### src/hdl/cholesky_3x3_factor_defines.svh
// ----------------------------------------------------------------------------
// cholesky_3x3_factor_defines
// assertion macros shared by the factor block
// ----------------------------------------------------------------------------
`ifndef CHOLESKY_3X3_FACTOR_DEFINES_SVH
`define CHOLESKY_3X3_FACTOR_DEFINES_SVH

// same-cycle implication, clocked on clk and disabled in reset
`define CHOL_ASSERT_IMP(label, ante, cons, msg) \
  label: assert property (@(posedge clk) disable iff (rst) (ante) |-> (cons)) \
    else $error(msg);

// next-cycle implication, clocked on clk and disabled in reset
`define CHOL_ASSERT_NXT(label, ante, cons, msg) \
  label: assert property (@(posedge clk) disable iff (rst) (ante) |=> (cons)) \
    else $error(msg);

`endif

### src/hdl/chol_pkg.sv
// ----------------------------------------------------------------------------
// chol_pkg
// widths, stage map, cell payload types and helper functions
// ----------------------------------------------------------------------------
`default_nettype none

package chol_pkg;

  localparam int FRAC_BITS = 16;
  localparam int ROOT_W    = (33 + FRAC_BITS) / 2;
  localparam int RAD_W     = 2 * ROOT_W;
  localparam int REM_W     = ROOT_W + 2;
  localparam int QUO_W     = 32;
  localparam int SQ_STEPS  = ROOT_W;
  localparam int DIV_STEPS = QUO_W;

  // stage map
  localparam int A0  = 0;
  localparam int B0  = A0 + SQ_STEPS;
  localparam int F1  = B0 + DIV_STEPS;
  localparam int P1  = F1 + 1;
  localparam int S1  = P1 + 1;
  localparam int C0  = S1 + 1;
  localparam int D0  = C0 + SQ_STEPS;
  localparam int F2  = D0 + DIV_STEPS;
  localparam int P2  = F2 + 1;
  localparam int S2  = P2 + 1;
  localparam int E0  = S2 + 1;
  localparam int NST = E0 + SQ_STEPS;

  localparam logic signed [31:0] Q_MAX = 32'sh7fff_ffff;
  localparam logic signed [31:0] Q_MIN = 32'sh8000_0000;
  localparam logic [31:0]        Q_MIN_MAG = 32'h8000_0000;

  typedef struct packed {
    logic [RAD_W-1:0]  rad;
    logic [REM_W-1:0]  rem;
    logic [ROOT_W-1:0] root;
  } sqrt_t;

  typedef struct packed {
    logic [QUO_W-1:0]  num;
    logic [ROOT_W-1:0] rem;
    logic [ROOT_W-1:0] den;
    logic [QUO_W-1:0]  q;
  } div_t;

  typedef struct packed {
    div_t d;
    logic neg;
    logic sat;
  } div_prep_t;

  typedef struct packed {
    logic signed [31:0] a10;
    logic signed [31:0] a11;
    logic signed [31:0] a20;
    logic signed [31:0] a21;
    logic signed [31:0] a22;
    logic               ok;
    logic               neg0;
    logic               sat0;
    logic               neg1;
    logic               sat1;
    logic [ROOT_W-1:0]  l00;
    logic [ROOT_W-1:0]  l11;
    logic signed [31:0] l10;
    logic signed [31:0] l20;
    logic signed [31:0] l21;
    logic signed [63:0] pa;
    logic signed [63:0] pb;
    logic signed [63:0] pc;
    logic signed [63:0] num21;
    logic signed [63:0] m20;
    logic [30:0]        rt;
  } ctx_t;

  function automatic sqrt_t sqrt_prep(input logic [30:0] r);
    sqrt_t s;
    s.rad  = RAD_W'(r) << FRAC_BITS;
    s.rem  = '0;
    s.root = '0;
    return s;
  endfunction

  function automatic div_prep_t div_prep(input logic signed [63:0] s,
                                         input logic [ROOT_W-1:0] den);
    logic [63:0] mag;
    logic [63:0] n;
    logic [31:0] hi;
    div_prep_t   p;
    mag      = s[63] ? (~s + 64'd1) : s;
    n        = mag << FRAC_BITS;
    hi       = n[63:32];
    p.neg    = s[63];
    p.sat    = ((mag >> (63 - FRAC_BITS)) != 64'd0) || (hi >= 32'(den));
    p.d.num  = n[31:0];
    p.d.rem  = hi[ROOT_W-1:0];
    p.d.den  = den;
    p.d.q    = '0;
    return p;
  endfunction

  function automatic logic signed [31:0] div_finish(input logic [31:0] q,
                                                    input logic neg,
                                                    input logic sat);
    logic signed [31:0] r;
    if (neg) begin
      r = (sat || q > Q_MIN_MAG) ? Q_MIN : (32'd0 - q);
    end else begin
      r = (sat || q[31]) ? Q_MAX : q;
    end
    return r;
  endfunction

endpackage

`default_nettype wire

### src/hdl/chol_sqrt_cell.sv
// ----------------------------------------------------------------------------
// chol_sqrt_cell
// one digit step of the integer square root, registered
// ----------------------------------------------------------------------------
`default_nettype none

module chol_sqrt_cell import chol_pkg::*; (
  input  logic  clk,
  input  logic  en,
  input  sqrt_t din,
  output sqrt_t dout
);

  logic [REM_W-1:0] rem_sh;
  logic [REM_W-1:0] trial;
  logic [REM_W-1:0] diff;
  logic             ge;
  sqrt_t            dout_next;

  always_comb begin
    rem_sh         = {din.rem[REM_W-3:0], din.rad[RAD_W-1 -: 2]};
    trial          = {din.root, 2'b01};
    diff           = rem_sh - trial;
    ge             = rem_sh >= trial;
    dout_next.rad  = {din.rad[RAD_W-3:0], 2'b00};
    dout_next.root = {din.root[ROOT_W-2:0], ge};
    dout_next.rem  = ge ? diff : rem_sh;
  end

  always_ff @(posedge clk) begin
    if (en) begin
      dout <= dout_next;
    end
  end

endmodule

`default_nettype wire

### config.mk
export PLATFORM = sky130hd
export DESIGN_NAME = chol_sqrt_cell
export DESIGN_NICKNAME = d
export VERILOG_FILES = /design/src/hdl/cholesky_3x3_factor_defines.svh /design/src/hdl/chol_pkg.sv /design/src/hdl/chol_sqrt_cell.sv
export SDC_FILE = /design/constraint.sdc
export NUM_CORES = 1
export LEC_CHECK = 0
export BUFFER_PORTS_ARGS = -buffer_cell sky130_fd_sc_hd__buf_2
export CAP_MARGIN = 20
export CORE_MARGIN = 3
export CORE_UTILIZATION = 52
export CTS_CLUSTER_SIZE = 24
export DETAILED_ROUTE_END_ITERATION = 12
export PLACE_DENSITY = 0.85
export SLEW_MARGIN = 30
export SYNTH_ARGS = -nofsm -noshare
export SYNTH_HDL_FRONTEND = slang
export SYNTH_SLANG_ARGS = --single-unit
### constraint.sdc
create_clock -name clk -period 4.7 [get_ports clk]
set_input_delay 0.94 -clock clk [delete_from_list [all_inputs] [get_ports clk]]
set_output_delay 0.94 -clock clk [all_outputs]
set_load 0.01 [all_outputs]
==> flow_summary.yaml <==
die:
  die_w_um: 101
  start_util_pct: 55.2
  core_area_mm2: 0.00846
  io_pins: 198
  fp-row-count: 33
  fp.dieArea_mm2: 0.0102
  die_h_um: 101
layout:
  largest_register_ffs: 96
  fillCellCount: 612
  top_regs: "dout (96)"
  multiInputGateArea_mm2: 0.00158
  syn2layout_area_growth_pct: 26.4
  fin_area_mm2: 0.00590
  register_area_mm2: 0.00288
  drive_gt1_share_pct: 41.3
  regMostFlops: "dout"
  antenna_cells: 0
  final_nets: 683
  fin_cells: 667
placement:
  post_dp_cell_area_mm2: 0.00572
  port_buffers: 193
  dpl.hpwl_um: 8630
  place_congestion: 0.869
  dp.cells: 651
  place_ws_ps: 694
synthesis:
  synth_flop_cell: "edfxtp_1"
  seq_area_frac_synth_pct: 61.8
  synthArstFlopShare_pct: 0
  syn_avg_cell_area_um2: 12.9
  netlist_top_cells_area: "edfxtp_1 (62%), ha_1 (7.0%), a21oi_1 (3.6%), inv_1 (2.9%), xnor2_1 (2.8%)"
  ys_warn_count: 0
  synthCells: 362
  synth_cell_types: 51
  ys_ff_latch: 96
  yosysTopAreaCellShare_pct: 61.8
  synth.largest_area_cell: "edfxtp_1"
  synth_edf_count: 96
  netlist_area_mm2: 0.00467
sta:
  tns_ps: 0
  holdWs_ps: 762
  fin_crit_ps: 3610
  max_slew.worst_pin.slew_ps: 872
  final-max-slew-violation-count: 0
  grt_setup_unrepaired: "false"
  fin_ws_ps: 1090
  fmax_ghz: 0.277
  period_share_pct: 76.9
  hold_viol: 0
  setup_violations: 0
  max_slew_margin_pct: 41.8
clock_tree:
  htree_levels: 3
  cts_tree: "built"
  cts_buffer_depth: 2
  cts_buffers: 9
  cts.clk_slew.worst_paths_ps: 100
  hold_buffers: 0
  cts_setup_buffers: 0
  cts_resized: 0
  cts.sinks: 96
  root_buffer: "clkbuf_8"
drt:
  first_iter_violations: 154
  vias: 3513
  first_pass_iters: 4
  drcViolationCount: 0
  antenna_left: 0
  drt-wirelength-per-cell_um: 16.5
  viasPerCell: 5.27
  routed_wl_um: 11000
run_status:
  outcome: "finished, final reports clean"
global_routing:
  grt_max_degree: 97
  overflow: 0
  grt_pass1_vias: 3426
  grt_pass1_wl_um: 16700
  antenna_found_initial: 0
  grt_use_total_pct: 21.3
pwr:
  power_density_mw_per_mm2: 339
  ir_drop_uv: 151
  cellLeakagePower_nw: 2.65
setup_path:
  crit_chain: "buf_2 -> inv_1 -> ha_1 -> nand4_1 -> nor4_2 -> o311ai_1 -> a31oi_1 -> o2111ai_1 -> a31oi_4 -> buf_4 -> nor2_1 -> a21oi_1"
  worst_path_max_delay_cell: "a31oi_4"
  slowest_delay_ps: 510
  crit_required_ps: 4900
  critPathCaptureType: "register"
  cp.arrival_ps: 3810
  worstPathMaxFanout: 15
  crit_type: "input pin to register"
  startpoint_type: "input pin"
worst_hold_path:
  hp-class: "input pin to register"
job:
  maxCapViolCount: 0
-- cell usage after synthesis (all sizes together) (2+ instances only) --
master	number
nand3	7
xor2	6
nand2	7
or2	4
o21ai	10
nor3b	2
nor3	2
clkbuf	5
edfxtp	96
nor2	29
a21oi	34
o21a	3
nand4	5
mux2	7
or3	2
and2	2
o2111ai	2
a21boi	2
a211oi	3
o31a	2
and3	3
o21bai	2
inv	36
a21o	12
buf	8
xnor2	15
nor2b	4
ha	26
a31oi	11
-- logic make-up after synthesis --
group | share of synthesized area [%]
and+or+nand+nor | 7.67
other | 0.0803
AOI/OAI and AO/OA | 13.1
adders and majority gates | 6.97
xor gates and xnor gates | 3.94
muxes | 1.90
buffers and inverters | 4.58
DFF | 61.8
-- worst max-delay path, delay by kind of cell --
kind	cells	cell delay, ps
AND/OR/NAND/NOR	3	690
buffers and inverters	3	430
AO/OA/AOI/OAI	5	1350
adder cells (fa/ha/maj)	1	400
-- power breakdown --
group | switching [W] | internal (W) | leakage (nW)
Combinational | 0.000253 | 0.000196 | 1.63
Sequential | 0.0000181 | 0.00104 | 0.940
Clock | 0.000293 | 0.000200 | 0.0786
-- area by class of cell --
cell class | count | share of cell area (%)
Inverter | 36 | 2.29
Sequential cell | 96 | 48.9
Timing Repair Buffer | 196 | 16.9
Tap cell | 105 | 2.23
Multi-Input combinational cell | 218 | 26.7
Clock inverter | 6 | 0.891
Clock buffer | 10 | 2.16
-- routing by layer --
metal / track usage [%] / wire length [um] / vias to the layer above / part of all wire, %
met1: 25.4 / 4180 / 1623 / 38
met2: 37.6 / 5610 / 148 / 51
li1: - / - / 1728 / -
met5: 0 / 0 / - / 0
met3: 5.61 / 1080 / 14 / 9.8
met4: 6.22 / 120 / 0 / 1.1
-- layout by cell type, fill, tap and decap left out, types with 3 or more instances in the layout --
cell type	count
buf_2	192
edfxtp_1	96
inv_1	36
a21oi_1	34
nor2_1	29
ha_1	26
xnor2_1	15
a21o_1	11
o21ai_0	10
a31oi_1	10
clkbuf_8	9
nand2_1	7
nand3_1	7
mux2_2	7
xor2_1	6
nand4_1	5
nor2b_1	4
or2_2	4
clkinvlp_4	4
o21a_1	3
and3_1	3
a211oi_1	3
buf_4	3
-- through the flow --
stage,total power [W],utilization (%)
floorplan,0.00135,-
global placement,0.00151,67.5
detailed placement,0.00153,67.6
CTS,0.00203,69.7
global route,0.00210,69.7
finish,0.00200,69.7
-- final timing paths --
check  endpoint     from  cells past startpoint
max    dout[34]  din[11]                     12
min    dout[93]  din[91]                      1
(Power assumes the default switching activity.)
