[src/hdl/cholesky_3x3_factor_defines.svh]
// ----------------------------------------------------------------------------
// cholesky_3x3_factor_defines
// assertion macros shared by the factor block
// ----------------------------------------------------------------------------
`ifndef CHOLESKY_3X3_FACTOR_DEFINES_SVH
`define CHOLESKY_3X3_FACTOR_DEFINES_SVH

// same-cycle implication, clocked on clk and disabled in reset
`define CHOL_ASSERT_IMP(label, ante, cons, msg) \
  label: assert property (@(posedge clk) disable iff (rst) (ante) |-> (cons)) \
    else $error(msg);

// next-cycle implication, clocked on clk and disabled in reset
`define CHOL_ASSERT_NXT(label, ante, cons, msg) \
  label: assert property (@(posedge clk) disable iff (rst) (ante) |=> (cons)) \
    else $error(msg);

`endif

[src/hdl/chol_pkg.sv]
// ----------------------------------------------------------------------------
// chol_pkg
// widths, stage map, cell payload types and helper functions
// ----------------------------------------------------------------------------
`default_nettype none

package chol_pkg;

  localparam int FRAC_BITS = 16;
  localparam int ROOT_W    = (33 + FRAC_BITS) / 2;
  localparam int RAD_W     = 2 * ROOT_W;
  localparam int REM_W     = ROOT_W + 2;
  localparam int QUO_W     = 32;
  localparam int SQ_STEPS  = ROOT_W;
  localparam int DIV_STEPS = QUO_W;

  // stage map
  localparam int A0  = 0;
  localparam int B0  = A0 + SQ_STEPS;
  localparam int F1  = B0 + DIV_STEPS;
  localparam int P1  = F1 + 1;
  localparam int S1  = P1 + 1;
  localparam int C0  = S1 + 1;
  localparam int D0  = C0 + SQ_STEPS;
  localparam int F2  = D0 + DIV_STEPS;
  localparam int P2  = F2 + 1;
  localparam int S2  = P2 + 1;
  localparam int E0  = S2 + 1;
  localparam int NST = E0 + SQ_STEPS;

  localparam logic signed [31:0] Q_MAX = 32'sh7fff_ffff;
  localparam logic signed [31:0] Q_MIN = 32'sh8000_0000;
  localparam logic [31:0]        Q_MIN_MAG = 32'h8000_0000;

  typedef struct packed {
    logic [RAD_W-1:0]  rad;
    logic [REM_W-1:0]  rem;
    logic [ROOT_W-1:0] root;
  } sqrt_t;

  typedef struct packed {
    logic [QUO_W-1:0]  num;
    logic [ROOT_W-1:0] rem;
    logic [ROOT_W-1:0] den;
    logic [QUO_W-1:0]  q;
  } div_t;

  typedef struct packed {
    div_t d;
    logic neg;
    logic sat;
  } div_prep_t;

  typedef struct packed {
    logic signed [31:0] a10;
    logic signed [31:0] a11;
    logic signed [31:0] a20;
    logic signed [31:0] a21;
    logic signed [31:0] a22;
    logic               ok;
    logic               neg0;
    logic               sat0;
    logic               neg1;
    logic               sat1;
    logic [ROOT_W-1:0]  l00;
    logic [ROOT_W-1:0]  l11;
    logic signed [31:0] l10;
    logic signed [31:0] l20;
    logic signed [31:0] l21;
    logic signed [63:0] pa;
    logic signed [63:0] pb;
    logic signed [63:0] pc;
    logic signed [63:0] num21;
    logic signed [63:0] m20;
    logic [30:0]        rt;
  } ctx_t;

  function automatic sqrt_t sqrt_prep(input logic [30:0] r);
    sqrt_t s;
    s.rad  = RAD_W'(r) << FRAC_BITS;
    s.rem  = '0;
    s.root = '0;
    return s;
  endfunction

  function automatic div_prep_t div_prep(input logic signed [63:0] s,
                                         input logic [ROOT_W-1:0] den);
    logic [63:0] mag;
    logic [63:0] n;
    logic [31:0] hi;
    div_prep_t   p;
    mag      = s[63] ? (~s + 64'd1) : s;
    n        = mag << FRAC_BITS;
    hi       = n[63:32];
    p.neg    = s[63];
    p.sat    = ((mag >> (63 - FRAC_BITS)) != 64'd0) || (hi >= 32'(den));
    p.d.num  = n[31:0];
    p.d.rem  = hi[ROOT_W-1:0];
    p.d.den  = den;
    p.d.q    = '0;
    return p;
  endfunction

  function automatic logic signed [31:0] div_finish(input logic [31:0] q,
                                                    input logic neg,
                                                    input logic sat);
    logic signed [31:0] r;
    if (neg) begin
      r = (sat || q > Q_MIN_MAG) ? Q_MIN : (32'd0 - q);
    end else begin
      r = (sat || q[31]) ? Q_MAX : q;
    end
    return r;
  endfunction

endpackage

`default_nettype wire

[src/hdl/chol_div_cell.sv]
// ----------------------------------------------------------------------------
// chol_div_cell
// one quotient bit of restoring division, registered
// ----------------------------------------------------------------------------
`default_nettype none

module chol_div_cell import chol_pkg::*; (
  input  logic clk,
  input  logic en,
  input  div_t din,
  output div_t dout
);

  logic [ROOT_W:0] rem_sh;
  logic [ROOT_W:0] diff;
  logic            ge;
  div_t            dout_next;

  always_comb begin
    rem_sh        = {din.rem, din.num[QUO_W-1]};
    diff          = rem_sh - {1'b0, din.den};
    ge            = rem_sh >= {1'b0, din.den};
    dout_next.num = {din.num[QUO_W-2:0], 1'b0};
    dout_next.rem = ge ? diff[ROOT_W-1:0] : rem_sh[ROOT_W-1:0];
    dout_next.den = din.den;
    dout_next.q   = {din.q[QUO_W-2:0], ge};
  end

  always_ff @(posedge clk) begin
    if (en) begin
      dout <= dout_next;
    end
  end

endmodule

`default_nettype wire
[config.mk]
export PLATFORM = sky130hd
export DESIGN_NAME = chol_div_cell
export DESIGN_NICKNAME = d
export VERILOG_FILES = /design/src/hdl/cholesky_3x3_factor_defines.svh /design/src/hdl/chol_pkg.sv /design/src/hdl/chol_div_cell.sv
export SDC_FILE = /design/constraint.sdc
export NUM_CORES = 1
export LEC_CHECK = 0
export ABC_AREA = 0
export BUFFER_PORTS_ARGS = -buffer_cell sky130_fd_sc_hd__buf_2
export CORE_ASPECT_RATIO = 1.75
export CORE_MARGIN = 10
export CORE_UTILIZATION = 52
export DETAILED_ROUTE_END_ITERATION = 10
export GPL_TIMING_DRIVEN = 1
export PLACE_DENSITY = 0.95
export SLEW_MARGIN = 5
export SYNTH_ARGS = -nofsm -noshare
export SYNTH_HDL_FRONTEND = slang
export SYNTH_SLANG_ARGS = --single-unit
[constraint.sdc]
create_clock -name clk -period 8.8 [get_ports clk]
set_clock_uncertainty 0.2 [all_clocks]
set_input_delay 1.76 -clock clk [delete_from_list [all_inputs] [get_ports clk]]
set_output_delay 1.76 -clock clk [all_outputs]
set_load 0.01 [all_outputs]
==> impl_metrics.ini <==
[outcome]
status = completed

[final_layout]
top_register = dout
nFillCells = 762
largest_reg_flops = 111
final_nets = 751
layout-drive-gt1-share_pct = 43.1
top_regs = dout: 111 flops
layout.cells.most_common_list = 222 x buf_2, 111 x edfxtp_1, 33 x inv_1, 24 x a21oi_1, 24 x ha_1
syn2layout_area_growth_pct = 28.5
final_common_cell = buf_2

[floorplanning]
fp.dieW_um = 96.6
die_height_um = 154
coreArea_mm2 = 0.00997
start_util_pct = 53.5
row_count = 48
die_area_mm2 = 0.0149
io_pins = 226

[route]
post_drt_wl_per_cell_um = 21.8
drt_pass1_iterations = 4
ant_nets = 0
routed_wl_mm = 16.2
via_per_inst = 5.58
drc = 0
drt_iter0_drc = 257
vias = 4147

[hold_path]
hold_start = din[101]
hold_path_depth = 1
hold_path_class = in2reg
hold-path-endpoint = dout[102]

[logic_synthesis]
netlist_area_mm2 = 0.00533
synth_flop_cell = edfxtp_1
synth-seq-cells = 111
async_flop_share_pct = 0
ys_types = 62
postSynthAreaPerCell_um2 = 13.6
synth_edf_count = 111
ys_seq_area_share_pct = 62.5
synth_warnings = 0
synthCells = 392
synth_nets = 531

[cts]
cts.sinks = 111
cts_made_buffers = 9
clkTransAtPathRegs_ps = 80
clockBufferDepth = 2
ctsResizeCount = 0
cts_tree = yes
htree_levels = 3
cts-root-buf = clkbuf_16
cts_setup_buffers = 0
cts_hold_buf = 0

[critical_path]
critPathCaptureType = flip-flop
cp.arrival_ps = 4590
crit_path_start_kind = input port
slowest_stage = a21boi_1
crit_buf_inv = 2
cpPeakStageDelay_ps = 990
crit_family = compound AO/OA/AOI/OAI gates
crit_chain = buf_2 > inv_1 > ha_1 > a21oi_1 > o21a_1 > o221ai_1 > a21boi_1 > and3_1 > a31o_2
critical_path_class = in2reg
cp_max_fo = 11
cp.required_ps = 8820

[place]
hpwl_mm = 13.0
numPortBuffers = 223
finalWeightedCongestion = 0.880

[power]
power.internal_mw = 1.01
p_sw_share_pct = 26.3
total_power_mw = 1.37
ir_drop_v = 0.000218
power_frac_clock_pct = 32.7
p_seq_share_pct = 47.9
power_frac_comb_pct = 19.5
powerDensity_mw_per_mm2 = 200
switchingPower_mw = 0.361
leakage_nw = 2.97

[grt]
first_global_vias = 4383
grt_pass1_wl_mm = 23.9
antenna_found_initial = 1
grt_max_degree = 79
grtUsageTotal_pct = 21.1
gr-total-overflow = 0

[run]
maxCapViolCount = 0

[sta]
max-slew-margin-rel_pct = 19.4
period_minus_slack_ps = 4570
slew_violations = 0
period_share_pct = 51.9
rsz0062_at_grt = no
setup_viol = 0
whs_ps = 1380
worstMarginPinSlew_ps = 1210
fin_tns_setup_ps = 0
hold_violations = 0
max_freq_mhz = 219
-- through the flow --
| step | cells | setup WS, ps | utilization [%] | cell area, µm² |
|---|---|---|---|---|
| finish | 743 | 4230 | 68.8 | 6850 |
| global route | 743 | 4090 | 68.8 | 6850 |
| CTS | 742 | 4330 | 68.7 | 6850 |
| detailed placement | 726 | 3980 | 65.3 | 6520 |
| global placement | 726 | 4020 | 65.3 | 6520 |
| floorplan | 392 | 4660 | - | 5330 |
-- area by class of cell --
| type | instances | area [µm²] | area share [%] |
|---|---|---|---|
| Timing Repair Buffer | 225 | 1130 | 16.5 |
| Inverter | 34 | 133 | 1.94 |
| Tap cell | 125 | 156 | 2.28 |
| Clock inverter | 7 | 111 | 1.62 |
| Multi-Input combinational cell | 231 | 1760 | 25.7 |
| Sequential cell | 111 | 3330 | 48.6 |
| Antenna cell | 1 | 2.50 | 0.0365 |
| Clock buffer | 9 | 225 | 3.29 |
-- Yosys cell counts (4+ instances only) --
cell type  instances  area [µm²]
o21a_1             9        67.6
mux2_2             5        56.3
ha_1              24         300
and3_1             6        37.5
nor2_1            10        37.5
o31ai_1            7        52.6
clkbuf_1           6        22.5
o21ai_0           14        70.1
a21oi_1           24         120
edfxtp_1         111        3330
nand3_1           16        80.1
nor3_1            13        65.1
buf_2              5        25.0
o31a_1             4        35.0
inv_1             33         124
mux2_4             5        75.1
or3_1              4        25.0
nor2b_1            4        25.0
nand4_1            7        43.8
xnor2_1            8        70.1
o221ai_1           4        35.0
nand2_1           16        60.1
-- power groups by stage --
| stage | clock network [mW] | logic (mW) | registers, mW |
|---|---|---|---|
| 5_1_grt | 0.475 | 0.290 | 0.659 |
| 2_1_floorplan | 0 | 0.120 | 0.695 |
| 3_3_place_gp | 0 | 0.259 | 0.663 |
| 4_1_cts | 0.455 | 0.268 | 0.656 |
| 3_5_place_dp | 0 | 0.266 | 0.667 |
| 6_report | 0.447 | 0.267 | 0.655 |
-- how the worst max path moves through the flow --
| stage | from | to | slack (ps) | cells after the start |
|---|---|---|---|---|
| final | din[50] | dout[70] | 4230 | 9 |
| after global routing | din[50] | dout[70] | 4090 | 9 |
| after CTS | din[50] | dout[70] | 4330 | 9 |
| after detailed placement | din[50] | dout[70] | 3980 | 9 |
| after global placement | din[50] | dout[70] | 4020 | 9 |
| after floorplan | din[41] | dout[66] | 4660 | 11 |
-- cell families after synthesis --
| group | share of synthesized area [%] |
|---|---|
| xor+xnor | 1.81 |
| buf+inv | 4.53 |
| compound gates | 13.6 |
| mux | 2.46 |
| other cells | 0.0703 |
| fa+ha+maj | 6.01 |
| flops | 62.5 |
| simple gates | 9.01 |
-- per-layer routing --
layer	up-vias	GRT usage [%]	part of all wire, %
met3	27	5.27	9.5
met5	-	0	0
li1	1950	-	-
met1	1976	21.3	32
met2	194	39.5	56
met4	0	7.51	2.3
(Power assumes the default switching activity.)
